### src/sv/dpcd_pkg.sv
// ----------------------------------------------------------------------------
// dpcd_pkg: shared types and constants of the patch command decoder
// Phase and kind codes, character codes and the command item that passes
// from the parser to the output side.
// ----------------------------------------------------------------------------
package dpcd_pkg;

    localparam int RUN_W   = 31;
    localparam int LIT_W   = 8;
    localparam int Q_DEPTH = 4;
    localparam int Q_PTR_W = 2;
    localparam int Q_CNT_W = 3;

    localparam logic [7:0] CH_COPY   = 8'h63;
    localparam logic [7:0] CH_SKIP   = 8'h73;
    localparam logic [7:0] CH_INSERT = 8'h69;
    localparam logic [7:0] CH_ZERO   = 8'h30;
    localparam logic [7:0] CH_NINE   = 8'h39;

    typedef enum logic [1:0] {
        PH_CMD,
        PH_DIGITS,
        PH_LIT,
        PH_CLOSE
    } phase_t;

    typedef enum logic [1:0] {
        KIND_COPY,
        KIND_SKIP,
        KIND_INSERT,
        KIND_IGNORED
    } kind_t;

    typedef struct packed {
        logic             done;
        logic [LIT_W-1:0] literal;
        logic [RUN_W-1:0] run_length;
        kind_t            kind;
    } cmd_t;

    typedef struct packed {
        logic empty;
        logic full;
    } qstat_t;

endpackage

### src/sv/dpcd_front.sv
// ----------------------------------------------------------------------------
// dpcd_front: patch byte parser
// Classifies each accepted byte, builds the decimal count and produces copy,
// skip and literal commands for the queue.
// ----------------------------------------------------------------------------
module dpcd_front #(
    parameter int COUNT_BITS = 31
) (
    input  logic             clk,
    input  logic             rst_n,
    input  logic             in_fire,
    input  logic [7:0]       in_byte,
    input  logic             in_final,
    output logic             push,
    output dpcd_pkg::cmd_t   push_cmd
);

    localparam int CW = (COUNT_BITS > 31) ? 31 : COUNT_BITS;
    localparam logic [CW+3:0] CNT_MAX = {4'b0000, {CW{1'b1}}};

    dpcd_pkg::phase_t phase_reg, phase_next, phase_raw;
    dpcd_pkg::kind_t  kind_reg, kind_next, kind_raw;
    logic [CW-1:0]    acc_reg, acc_next, acc_raw, acc_dec;
    logic             is_digit;
    logic [3:0]       digit;
    logic [CW+3:0]    prod;
    dpcd_pkg::kind_t  byte_kind;
    logic             emit;

    assign digit    = in_byte[3:0];
    assign is_digit = (in_byte >= dpcd_pkg::CH_ZERO) && (in_byte <= dpcd_pkg::CH_NINE);
    assign prod     = {1'b0, acc_reg, 3'b000} + {3'b000, acc_reg, 1'b0}
                    + {{CW{1'b0}}, digit};
    assign acc_dec  = (acc_reg != '0) ? acc_reg - 1'b1 : acc_reg;

    always_comb
    begin
        unique case (in_byte)
            dpcd_pkg::CH_COPY:   byte_kind = dpcd_pkg::KIND_COPY;
            dpcd_pkg::CH_SKIP:   byte_kind = dpcd_pkg::KIND_SKIP;
            dpcd_pkg::CH_INSERT: byte_kind = dpcd_pkg::KIND_INSERT;
            default:             byte_kind = dpcd_pkg::KIND_IGNORED;
        endcase
    end

    always_comb
    begin
        phase_raw = phase_reg;
        kind_raw  = kind_reg;
        acc_raw   = acc_reg;
        unique case (phase_reg)
            dpcd_pkg::PH_CMD:
            begin
                phase_raw = dpcd_pkg::PH_DIGITS;
                kind_raw  = byte_kind;
                acc_raw   = '0;
            end
            dpcd_pkg::PH_DIGITS:
            begin
                if (is_digit)
                begin
                    acc_raw = (prod > CNT_MAX) ? CNT_MAX[CW-1:0] : prod[CW-1:0];
                end
                else if (kind_reg == dpcd_pkg::KIND_INSERT)
                begin
                    phase_raw = (acc_reg != '0) ? dpcd_pkg::PH_LIT : dpcd_pkg::PH_CLOSE;
                end
                else
                begin
                    kind_raw = byte_kind;
                    acc_raw  = '0;
                end
            end
            dpcd_pkg::PH_LIT:
            begin
                acc_raw = acc_dec;
                if (acc_dec == '0)
                begin
                    phase_raw = dpcd_pkg::PH_CLOSE;
                end
            end
            default:
            begin
                phase_raw = dpcd_pkg::PH_CMD;
            end
        endcase
    end

    always_comb
    begin
        phase_next = in_final ? dpcd_pkg::PH_CMD : phase_raw;
        kind_next  = in_final ? dpcd_pkg::KIND_COPY : kind_raw;
        acc_next   = in_final ? '0 : acc_raw;
    end

    always_comb
    begin
        emit                = 1'b0;
        push_cmd.kind       = kind_reg;
        push_cmd.run_length = dpcd_pkg::RUN_W'(acc_reg);
        push_cmd.literal    = '0;
        push_cmd.done       = in_final;
        if (phase_reg == dpcd_pkg::PH_DIGITS && !is_digit &&
            (kind_reg == dpcd_pkg::KIND_COPY || kind_reg == dpcd_pkg::KIND_SKIP))
        begin
            emit = 1'b1;
        end
        else if (phase_reg == dpcd_pkg::PH_LIT)
        begin
            emit                = 1'b1;
            push_cmd.kind       = dpcd_pkg::KIND_INSERT;
            push_cmd.run_length = '0;
            push_cmd.literal    = in_byte;
        end
        else if (in_final && phase_raw == dpcd_pkg::PH_DIGITS &&
                 (kind_raw == dpcd_pkg::KIND_COPY || kind_raw == dpcd_pkg::KIND_SKIP))
        begin
            emit                = 1'b1;
            push_cmd.kind       = kind_raw;
            push_cmd.run_length = dpcd_pkg::RUN_W'(acc_raw);
        end
    end

    assign push = in_fire && emit;

    always_ff @(posedge clk or negedge rst_n)
    begin
        if (!rst_n)
        begin
            phase_reg <= dpcd_pkg::PH_CMD;
            kind_reg  <= dpcd_pkg::KIND_COPY;
            acc_reg   <= '0;
        end
        else if (in_fire)
        begin
            phase_reg <= phase_next;
            kind_reg  <= kind_next;
            acc_reg   <= acc_next;
        end
    end

endmodule

### src/sv/dpcd_queue.sv
// ----------------------------------------------------------------------------
// dpcd_queue: command queue
// Short first-in first-out buffer between the parser and the output stage.
// ----------------------------------------------------------------------------
module dpcd_queue (
    input  logic             clk,
    input  logic             rst_n,
    input  logic             push,
    input  dpcd_pkg::cmd_t   push_cmd,
    input  logic             pop,
    output dpcd_pkg::cmd_t   head,
    output dpcd_pkg::qstat_t stat
);

    dpcd_pkg::cmd_t                 mem [dpcd_pkg::Q_DEPTH];
    logic [dpcd_pkg::Q_PTR_W-1:0]   wr_ptr_reg;
    logic [dpcd_pkg::Q_PTR_W-1:0]   rd_ptr_reg;
    logic [dpcd_pkg::Q_CNT_W-1:0]   count_reg;
    logic [dpcd_pkg::Q_CNT_W-1:0]   count_next;

    assign stat.empty = (count_reg == '0);
    assign stat.full  = (count_reg == dpcd_pkg::Q_CNT_W'(dpcd_pkg::Q_DEPTH));
    assign head       = mem[rd_ptr_reg];

    always_comb
    begin
        count_next = count_reg;
        case ({push, pop})
            2'b10:   count_next = count_reg + 1'b1;
            2'b01:   count_next = count_reg - 1'b1;
            default: count_next = count_reg;
        endcase
    end

    always_ff @(posedge clk)
    begin
        if (push)
        begin
            mem[wr_ptr_reg] <= push_cmd;
        end
    end

    always_ff @(posedge clk or negedge rst_n)
    begin
        if (!rst_n)
        begin
            wr_ptr_reg <= '0;
            rd_ptr_reg <= '0;
            count_reg  <= '0;
        end
        else
        begin
            if (push)
            begin
                wr_ptr_reg <= wr_ptr_reg + 1'b1;
            end
            if (pop)
            begin
                rd_ptr_reg <= rd_ptr_reg + 1'b1;
            end
            count_reg <= count_next;
        end
    end

`ifndef SYNTHESIS
    a_count_bound: assert property (@(posedge clk) disable iff (!rst_n)
        count_reg <= dpcd_pkg::Q_CNT_W'(dpcd_pkg::Q_DEPTH))
        else $error("queue count above depth");
    a_no_overflow: assert property (@(posedge clk) disable iff (!rst_n)
        !(push && stat.full))
        else $error("push into full queue");
    a_no_underflow: assert property (@(posedge clk) disable iff (!rst_n)
        !(pop && stat.empty))
        else $error("pop from empty queue");
    a_ptr_gap: assert property (@(posedge clk) disable iff (!rst_n)
        (wr_ptr_reg - rd_ptr_reg) == count_reg[dpcd_pkg::Q_PTR_W-1:0])
        else $error("queue pointers disagree with count");
`endif

endmodule

### src/sv/dpcd_back.sv
// ----------------------------------------------------------------------------
// dpcd_back: command output stage
// Takes commands from the queue into the output register and packs them
// onto the master stream.
// ----------------------------------------------------------------------------
module dpcd_back (
    input  logic             clk,
    input  logic             rst_n,
    input  dpcd_pkg::cmd_t   head,
    input  dpcd_pkg::qstat_t stat,
    output logic             pop,
    output logic             m_axis_tvalid,
    input  logic             m_axis_tready,
    output logic [47:0]      m_axis_tdata,
    output logic             m_axis_tlast
);

    logic           out_valid_reg;
    dpcd_pkg::cmd_t out_cmd_reg;

    assign pop = !stat.empty && (!out_valid_reg || m_axis_tready);

    always_ff @(posedge clk or negedge rst_n)
    begin
        if (!rst_n)
        begin
            out_valid_reg <= 1'b0;
        end
        else if (!out_valid_reg || m_axis_tready)
        begin
            out_valid_reg <= !stat.empty;
        end
    end

    always_ff @(posedge clk)
    begin
        if (pop)
        begin
            out_cmd_reg <= head;
        end
    end

    assign m_axis_tvalid = out_valid_reg;
    assign m_axis_tdata  = {7'b0000000, out_cmd_reg.literal, out_cmd_reg.run_length,
                            out_cmd_reg.kind};
    assign m_axis_tlast  = out_cmd_reg.done;

endmodule

### src/sv/delta_patch_command_decoder_top.sv
// ----------------------------------------------------------------------------
// delta_patch_command_decoder_top: textual patch stream to command decoder
// Usage: feed patch bytes on the s_axis channel, one byte per item, with
// s_axis_tlast on the last byte of the stream. Copy and skip commands with
// their counts and inserted literal bytes leave on the m_axis channel;
// m_axis_tlast marks a command produced by the last byte.
// A byte is accepted in every cycle while the four-entry command queue has
// room, so the sustained rate is one byte per cycle; each byte yields at
// most one command. A command passes from the parser into the queue and
// then from the queue into the output register before it leaves.
// When the receiver stalls, commands collect in the queue and the output
// register; s_axis_tready drops once the queue is full and rises again as
// soon as an entry is taken.
// Reset clears the parser to wait for a command byte and empties the queue
// and output register.
// ----------------------------------------------------------------------------
module delta_patch_command_decoder_top #(
    parameter int COUNT_BITS = 31
) (
    input  logic        clk,
    input  logic        rst_n,
    input  logic        s_axis_tvalid,
    output logic        s_axis_tready,
    input  logic [7:0]  s_axis_tdata,   // [7:0] patch_byte
    input  logic        s_axis_tlast,   // final_byte
    output logic        m_axis_tvalid,
    input  logic        m_axis_tready,
    output logic [47:0] m_axis_tdata,   // [1:0] command_kind, [32:2] run_length,
                                        // [40:33] literal_value, [47:41] zero
    output logic        m_axis_tlast    // stream_done
);

    logic             in_fire;
    logic             push;
    logic             pop;
    dpcd_pkg::cmd_t   push_cmd;
    dpcd_pkg::cmd_t   head;
    dpcd_pkg::qstat_t stat;

    assign s_axis_tready = !stat.full;
    assign in_fire       = s_axis_tvalid && s_axis_tready;

    dpcd_front #(
        .COUNT_BITS (COUNT_BITS)
    ) u_front (
        .clk      (clk),
        .rst_n    (rst_n),
        .in_fire  (in_fire),
        .in_byte  (s_axis_tdata),
        .in_final (s_axis_tlast),
        .push     (push),
        .push_cmd (push_cmd)
    );

    dpcd_queue u_queue (
        .clk      (clk),
        .rst_n    (rst_n),
        .push     (push),
        .push_cmd (push_cmd),
        .pop      (pop),
        .head     (head),
        .stat     (stat)
    );

    dpcd_back u_back (
        .clk           (clk),
        .rst_n         (rst_n),
        .head          (head),
        .stat          (stat),
        .pop           (pop),
        .m_axis_tvalid (m_axis_tvalid),
        .m_axis_tready (m_axis_tready),
        .m_axis_tdata  (m_axis_tdata),
        .m_axis_tlast  (m_axis_tlast)
    );

endmodule
### config.mk
export PLATFORM = sky130hd
export DESIGN_NAME = delta_patch_command_decoder_top
export DESIGN_NICKNAME = d
export VERILOG_FILES = /design/src/sv/dpcd_pkg.sv /design/src/sv/dpcd_front.sv /design/src/sv/dpcd_queue.sv /design/src/sv/dpcd_back.sv /design/src/sv/delta_patch_command_decoder_top.sv
export SDC_FILE = /design/constraint.sdc
export NUM_CORES = 1
export LEC_CHECK = 0
export ABC_CLOCK_PERIOD_IN_PS = 3800
export BUFFER_PORTS_ARGS = -buffer_cell sky130_fd_sc_hd__buf_2
export CAP_MARGIN = 20
export CORE_UTILIZATION = 30
export CTS_CLUSTER_SIZE = 14
export DETAILED_ROUTE_END_ITERATION = 10
export PLACE_DENSITY = 0.55
export SYNTH_ARGS = -nofsm -noshare
export SYNTH_HDL_FRONTEND = slang
export SYNTH_SLANG_ARGS = --single-unit
### constraint.sdc
create_clock -name clk -period 3.8 [get_ports clk]
set_clock_uncertainty 0.05 [all_clocks]
set_input_delay 0.76 -clock clk [delete_from_list [all_inputs] [get_ports clk]]
set_output_delay 0.76 -clock clk [all_outputs]
set_load 0.1 [all_outputs]
==> flow_metrics.py, run 1 <==
metrics = {
    "clock_network": {
        "numCtsBuffers": 25,
        "cts-root-buf": "clkbuf_16",
        "clock_latency_ns": 0.55,
        "cts_tree": "yes",
        "htree_levels": 1,
        "cts_hold_buf": 0,
        "clock_path_buffers": 3,
        "cts.sinks": 253,
        "clk_pin_slew_worst_paths_ns": 0.06,
    },
    "routing": {
        "wl_per_cell_um": 20.3,
        "drc_errors": 0,
        "initialDrtViolationCount": 790,
        "vias_per_cell": 5.33,
        "vias": 10500,
        "first_pass_iters": 5,
        "ant_nets": 0,
        "wl_um": 40100,
    },
    "sta": {
        "finalSetupViolCount": 35,
        "min_period_ns": 3.89,
        "tightest_slew_ns": 1.01,
        "timing.final.hold_violations": 0,
        "fin_tns_setup_ns": -0.733,
        "grt_setup_unrepaired": "yes",
        "timing.final.ws_setup_ns": -0.0895,
        "timing.fmax_mhz": 257,
        "slew_violations": 0,
        "maxSlewHeadroom_pct": 32.9,
        "fin_crit_sh_pct": 102,
    },
    "power": {
        "ir_worst_vdd_v": 0.000533,
        "total_leakage_power_uw": 0.00691,
        "power.total_uw": 12600,
        "powerDensity_nw_per_um2": 707,
    },
    "setup_path": {
        "critPathMaxFanout": 6,
        "critPathRequiredTime_ns": 4.04,
        "critPathLaunchType": "register",
        "cp-end-kind": "register",
        "crit_type": "register to register",
        "cp.arrival_ns": 4.13,
    },
    "yosys": {
        "ys.flop_type": "edfxtp_1",
        "synth_edf_count": 210,
        "synthArstFlopShare_pct": 17.0,
        "synth_cells": 1151,
        "ys_types": 86,
        "netlist.top_cell.by_area": "edfxtp_1",
        "syn_area_um2": 13900,
        "avgSynthCellArea_um2": 12.0,
        "synth_area_leaders": "edfxtp_1 46%, dfrtp_1 7.8%, mux4_2 6.8%, ha_1 6.1%, nand2_1 3.1%",
        "yosysWarnings": 0,
        "synth-seq-cells": 253,
        "yosysSeqAreaShare_pct": 53.3,
        "yosysTopAreaCellShare_pct": 45.5,
    },
    "floorplanning": {
        "fp-row-count": 78,
        "die_h_um": 217,
        "initial_core_util_pct": 30.5,
        "dieArea_um2": 47000,
        "core_um2": 45500,
        "dieWidth_um": 217,
        "ios": 64,
    },
    "finish": {
        "largest_register_ff_count": 168,
        "syn_to_final_growth_pct": 28.3,
        "nets": 1439,
        "finish.utilization_pct": 39.1,
        "layout-drive-gt1-share_pct": 31.8,
        "diodes": 0,
    },
    "global_route": {
        "grtUsageMet2_pct": 28.1,
        "overflow": 0,
        "use_met1_pct": 23.1,
        "top_usage_layer": "met2",
        "met3_usage_pct": 1.76,
        "grt_pass1_vias": 10500,
        "grt_pass1_wl_um": 61900,
        "antenna_found_initial": 0,
        "groute.usage.overall_pct": 16.9,
        "grt_max_degree": 45,
    },
    "placed_design": {
        "port_buffers": 56,
        "place_hpwl_um": 29500,
        "place_congestion": 0.951,
    },
    "hold_path": {
        "hp-class": "primary input to asynchronous set/reset pin",
    },
    "outcome": {
        "violations": "negative setup slack",
        "outcome": "complete, but fails checks",
    },
    "run": {
        "cap_viol_max_count": 0,
    },
}
Yosys cell counts, types with 6 or more instances:
library cell    n
a31oi_1        11
inv_1          26
nor2_1         70
a21o_1         20
nor3_1         21
buf_2           9
xnor2_1        22
a21oi_1        73
o211ai_1       15
nand4_1        11
o21ai_0        63
and2_1         16
xor2_1         21
nand2b_1        8
edfxtp_1      210
a22o_1         11
nand3_1        18
clkbuf_1       51
o31ai_1         9
or4_1           6
buf_4           7
or3_1           9
a221o_1        11
a21boi_0        7
a22oi_1        10
a211oi_1       18
nor2b_1         7
dfrtp_1        43
ha_1           68
and3_1          7
a41oi_1         9
o22ai_1        10
mux4_2         42
nand2_1       113
nor4_1          7
critical path, stage by stage (launching register included):
cell and delay, ns:
dfrtp_1 0.40, inv_2 0.09, fa_1 0.55, inv_2 0.06
ha_4 0.22, a211oi_4 0.22, o211ai_2 0.15, buf_4 0.17
a31oi_4 0.19, o31ai_4 0.09, a41oi_2 0.23, o21ai_1 0.10
xor2_1 0.16, or2_4 0.32, buf_12 0.16, a211oi_4 0.34
o31ai_4 0.12
final timing paths:
check	cells after the start	from	slack, ns	end
worst max-delay path	16	u_front.acc_reg[0]	-0.09	u_queue.mem[0][15]
worst min-delay path	1	rst_n	0.33	u_queue.count_reg[0]
worst min register to register	1	u_queue.count_reg[2]	0.46	u_queue.count_reg[2]
worst max register to register	16	u_front.acc_reg[0]	-0.09	u_queue.mem[0][15]
max in group asynchronous	2	rst_n	2.62	u_front.acc_reg[25]
min in group clk	2	m_axis_tready	0.35	u_back.m_axis_tvalid
kinds of logic (layout without fill, tap and decap cells):
family          after synthesis  count (layout)  synth area share, %
buf+inv                     100             317                 3.09
other cells                   1               7               0.0271
simple gates                317             317                 11.5
mux                          44              44                 6.97
flops                       253             253                 53.3
compound gates              322             322                 15.8
xor+xnor                     43              43                 2.72
fa+ha+maj                    71              71                 6.58
where the power goes:
group	internal, uW	leakage [uW]	switching [uW]	total, uW
clock network	1400	0.000395	1070	2470
registers	3730	0.00255	365	4100
logic	1890	0.00397	4110	6000
cell type report:
class                           count  area (um2)
Clock buffer                       33         676
Clock inverter                     13         140
Fill cell                        4412       27700
Inverter                           27         114
Multi-Input combinational cell    804        6820
Sequential cell                   253        7390
Tap cell                          600         751
Timing Repair Buffer              244        1880
layer usage:
metal / vias to the layer above / share of wire (%) / wire length, um
met2: 315 / 48 / 19100
li1: 4880 / - / -
met5: - / 0 / 0
met3: 75 / 5.1 / 2030
met1: 5244 / 44 / 17800
met4: 0 / 2.9 / 1140
placed cells by master, fill, tap and decap left out, types with 21 or more instances in the layout:
master,instances
a21oi_1,67
buf_2,55
buf_4,167
clkbuf_16,25
dfrtp_1,39
edfxtp_1,210
ha_1,57
inv_1,21
mux4_2,42
nand2_1,113
nor2_1,69
o21ai_0,49
xnor2_1,22
per-stage QoR:
stage               hold slack [ns]  instance area, um2  instances  worst slack (ns)
global placement              0.439               16200       1907            -0.636
floorplan                     0.414               14200       1157            -0.158
global route                  0.360               17800       1974            -0.167
finish                        0.331               17800       1974           -0.0895
CTS                           0.330               17400       1964           -0.0948
detailed placement            0.449               16200       1907            -0.675
what timing repair did:
item,CTS,global route
gates cloned,2,0
resized for setup,50,49
buffers inserted,9,12
endpoints found under the hold margin,0,0
pin swaps,25,28
endpoints found under the setup margin,129,155
Power figures use the tool's default switching activity.
==> run 2, diff against run 1 <==
Settings changed: PLACE_DENSITY 0.55 to 0.43.
==> flow_metrics.py, run 2 (synthesis results as in run 1) <==
metrics = {
    "outcome": {
        "outcome": "complete, but fails checks",
        "violations": "negative setup slack",
    },
    "clock_network": {
        "clk_pin_slew_worst_paths_ns": 0.07,
        "clock_latency_ns": 0.57,
        "cts.sinks": 253,
        "clock_path_buffers": 3,
        "numCtsBuffers": 28,
        "cts-root-buf": "clkbuf_16",
        "cts_tree": "yes",
        "cts_hold_buf": 0,
        "htree_levels": 1,
    },
    "floorplanning": {
        "fp-row-count": 78,
        "dieWidth_um": 217,
        "ios": 64,
        "die_h_um": 217,
        "dieArea_um2": 47000,
        "core_um2": 45500,
        "initial_core_util_pct": 30.5,
    },
    "setup_path": {
        "crit_type": "primary input to register",
        "crit_path_top_delay_cell": "fa_2",
        "cp-end-kind": "register",
        "critPathRequiredTime_ns": 4.05,
        "critPathLaunchType": "primary input",
        "cp_cell_sequence": "clkbuf_4 > inv_12 > fa_2 > inv_2 > ha_4 > a211oi_4 > o211ai_2 > buf_4 > a31oi_4 > o31ai_4 > a41oi_2 > o21ai_2 > xor2_1 > or2_4 > buf_6 > buf_6 > a211oi_4 > a21oi_4",
        "path_depth": 18,
        "cp.arrival_ns": 4.14,
        "crit_buf_inv": 6,
        "rr_worst_depth": 14,
        "crit_family": "compound AO/OA/AOI/OAI gates",
        "critPathMaxFanout": 5,
        "slowest_delay_ns": 0.60,
    },
    "global_route": {
        "overflow": 0,
        "groute.usage.overall_pct": 18.2,
        "grt_pass1_vias": 10700,
        "grt_pass1_wl_um": 65200,
        "grt_max_degree": 45,
        "antenna_found_initial": 0,
    },
    "power": {
        "total_leakage_power_uw": 0.00697,
        "power.total_uw": 12700,
        "switching_share_pct": 44.0,
        "ir_worst_vdd_v": 0.000573,
        "p_comb_share_pct": 48.1,
        "p_int_uw": 7120,
        "clkPwrFrac_pct": 20.3,
        "switchingPower_uw": 5590,
        "pwr-share-seq_pct": 31.6,
        "powerDensity_nw_per_um2": 714,
    },
    "hold_path": {
        "hp-class": "primary input to asynchronous set/reset pin",
    },
    "sta": {
        "timing.final.ws_setup_ns": -0.0929,
        "timing.final.hold_violations": 0,
        "grt_setup_unrepaired": "yes",
        "min_period_ns": 3.89,
        "slew_violations": 0,
        "tightest_slew_ns": 0.890,
        "fin_crit_sh_pct": 102,
        "fin_tns_setup_ns": -2.78,
        "timing.fmax_mhz": 257,
        "finalSetupViolCount": 58,
        "maxSlewHeadroom_pct": 40.7,
    },
    "routing": {
        "wl_um": 42200,
        "vias_per_cell": 5.23,
        "vias": 10300,
        "ant_nets": 0,
        "initialDrtViolationCount": 675,
        "wl_per_cell_um": 21.4,
        "first_pass_iters": 5,
        "drc_errors": 0,
    },
    "finish": {
        "multi_input_comb_area_um2": 6790,
        "finish.utilization_pct": 39.1,
        "layout_commonest_cell": "edfxtp_1",
        "syn_to_final_growth_pct": 28.5,
        "layout-drive-gt1-share_pct": 31.7,
        "largest_register_ff_count": 168,
        "stdcell_count": 1976,
        "final_cell_mix": "210 x edfxtp_1, 163 x buf_4, 113 x nand2_1",
        "diodes": 0,
        "nets": 1441,
        "seq_area_um2": 7380,
        "fill_cells": 4409,
    },
    "placed_design": {
        "place_hpwl_um": 31100,
        "place_congestion": 0.906,
        "place_ws_ns": -0.748,
        "placed_cells": 1908,
        "port_buffers": 56,
    },
    "run": {
        "cap_viol_max_count": 0,
    },
}
==> run 2: cell count changes in the layout (fill, tap and decap cells not counted), sizes merged <==
cell	change
clkinvlp	-1
clkbuf	+4
buf	-2
clkinv	+1
==> run 2: routing by layer <==
layer	vias to the layer above	GRT usage, %	wire (um)
met5	-	0	0
met4	0	4.60	897
met3	59	2.66	1920
met2	236	28.5	19100
met1	5175	26.2	20300
li1	4866	-	-
==> run 2: area by class of cell <==
type / count / share of cell area (%)
clock buffers: 36 / 4.11
clock inverters: 13 / 0.731
repair buffers: 243 / 10.7
well taps: 600 / 4.22
multi-input cells: 804 / 38.1
flip-flops and latches: 253 / 41.5
inverters: 27 / 0.640
==> run 2: through the flow <==
step	hold slack, ns	instance area [um2]
3_3_place_gp	0.436	16200
2_1_floorplan	0.414	14200
5_1_grt	0.318	17800
3_5_place_dp	0.442	16200
6_report	0.259	17800
4_1_cts	0.271	17600
==> run 2: what timing repair did <==
item,4_1_cts,5_1_grt
buffers inserted,19,5
resized for setup,57,43
endpoints found under the setup margin,136,154
gates cloned,1,0
pin swaps,29,24
==> run 2: power by group through the flow <==
| stage | Sequential (uW) | Combinational, uW | Clock, uW |
|---|---|---|---|
| floorplan | 5560 | 2730 | 0 |
| global placement | 4080 | 5940 | 0 |
| detailed placement | 4090 | 5940 | 0 |
| CTS | 4030 | 6100 | 2650 |
| global route | 4080 | 6540 | 2740 |
| finish | 4020 | 6110 | 2580 |
==> run 2: final timing paths <==
path                                 startpoint                    to  slack (ns)
min in group clk                  m_axis_tready  u_back.m_axis_tvalid        0.35
min reg2reg                u_queue.count_reg[2]  u_queue.count_reg[2]        0.44
max reg2reg                  u_front.acc_reg[0]    u_queue.mem[1][19]       -0.09
min                                       rst_n    u_front.acc_reg[5]        0.26
max in group asynchronous                 rst_n   u_front.acc_reg[23]        2.69
max                             s_axis_tdata[3]     u_queue.mem[2][8]       -0.09
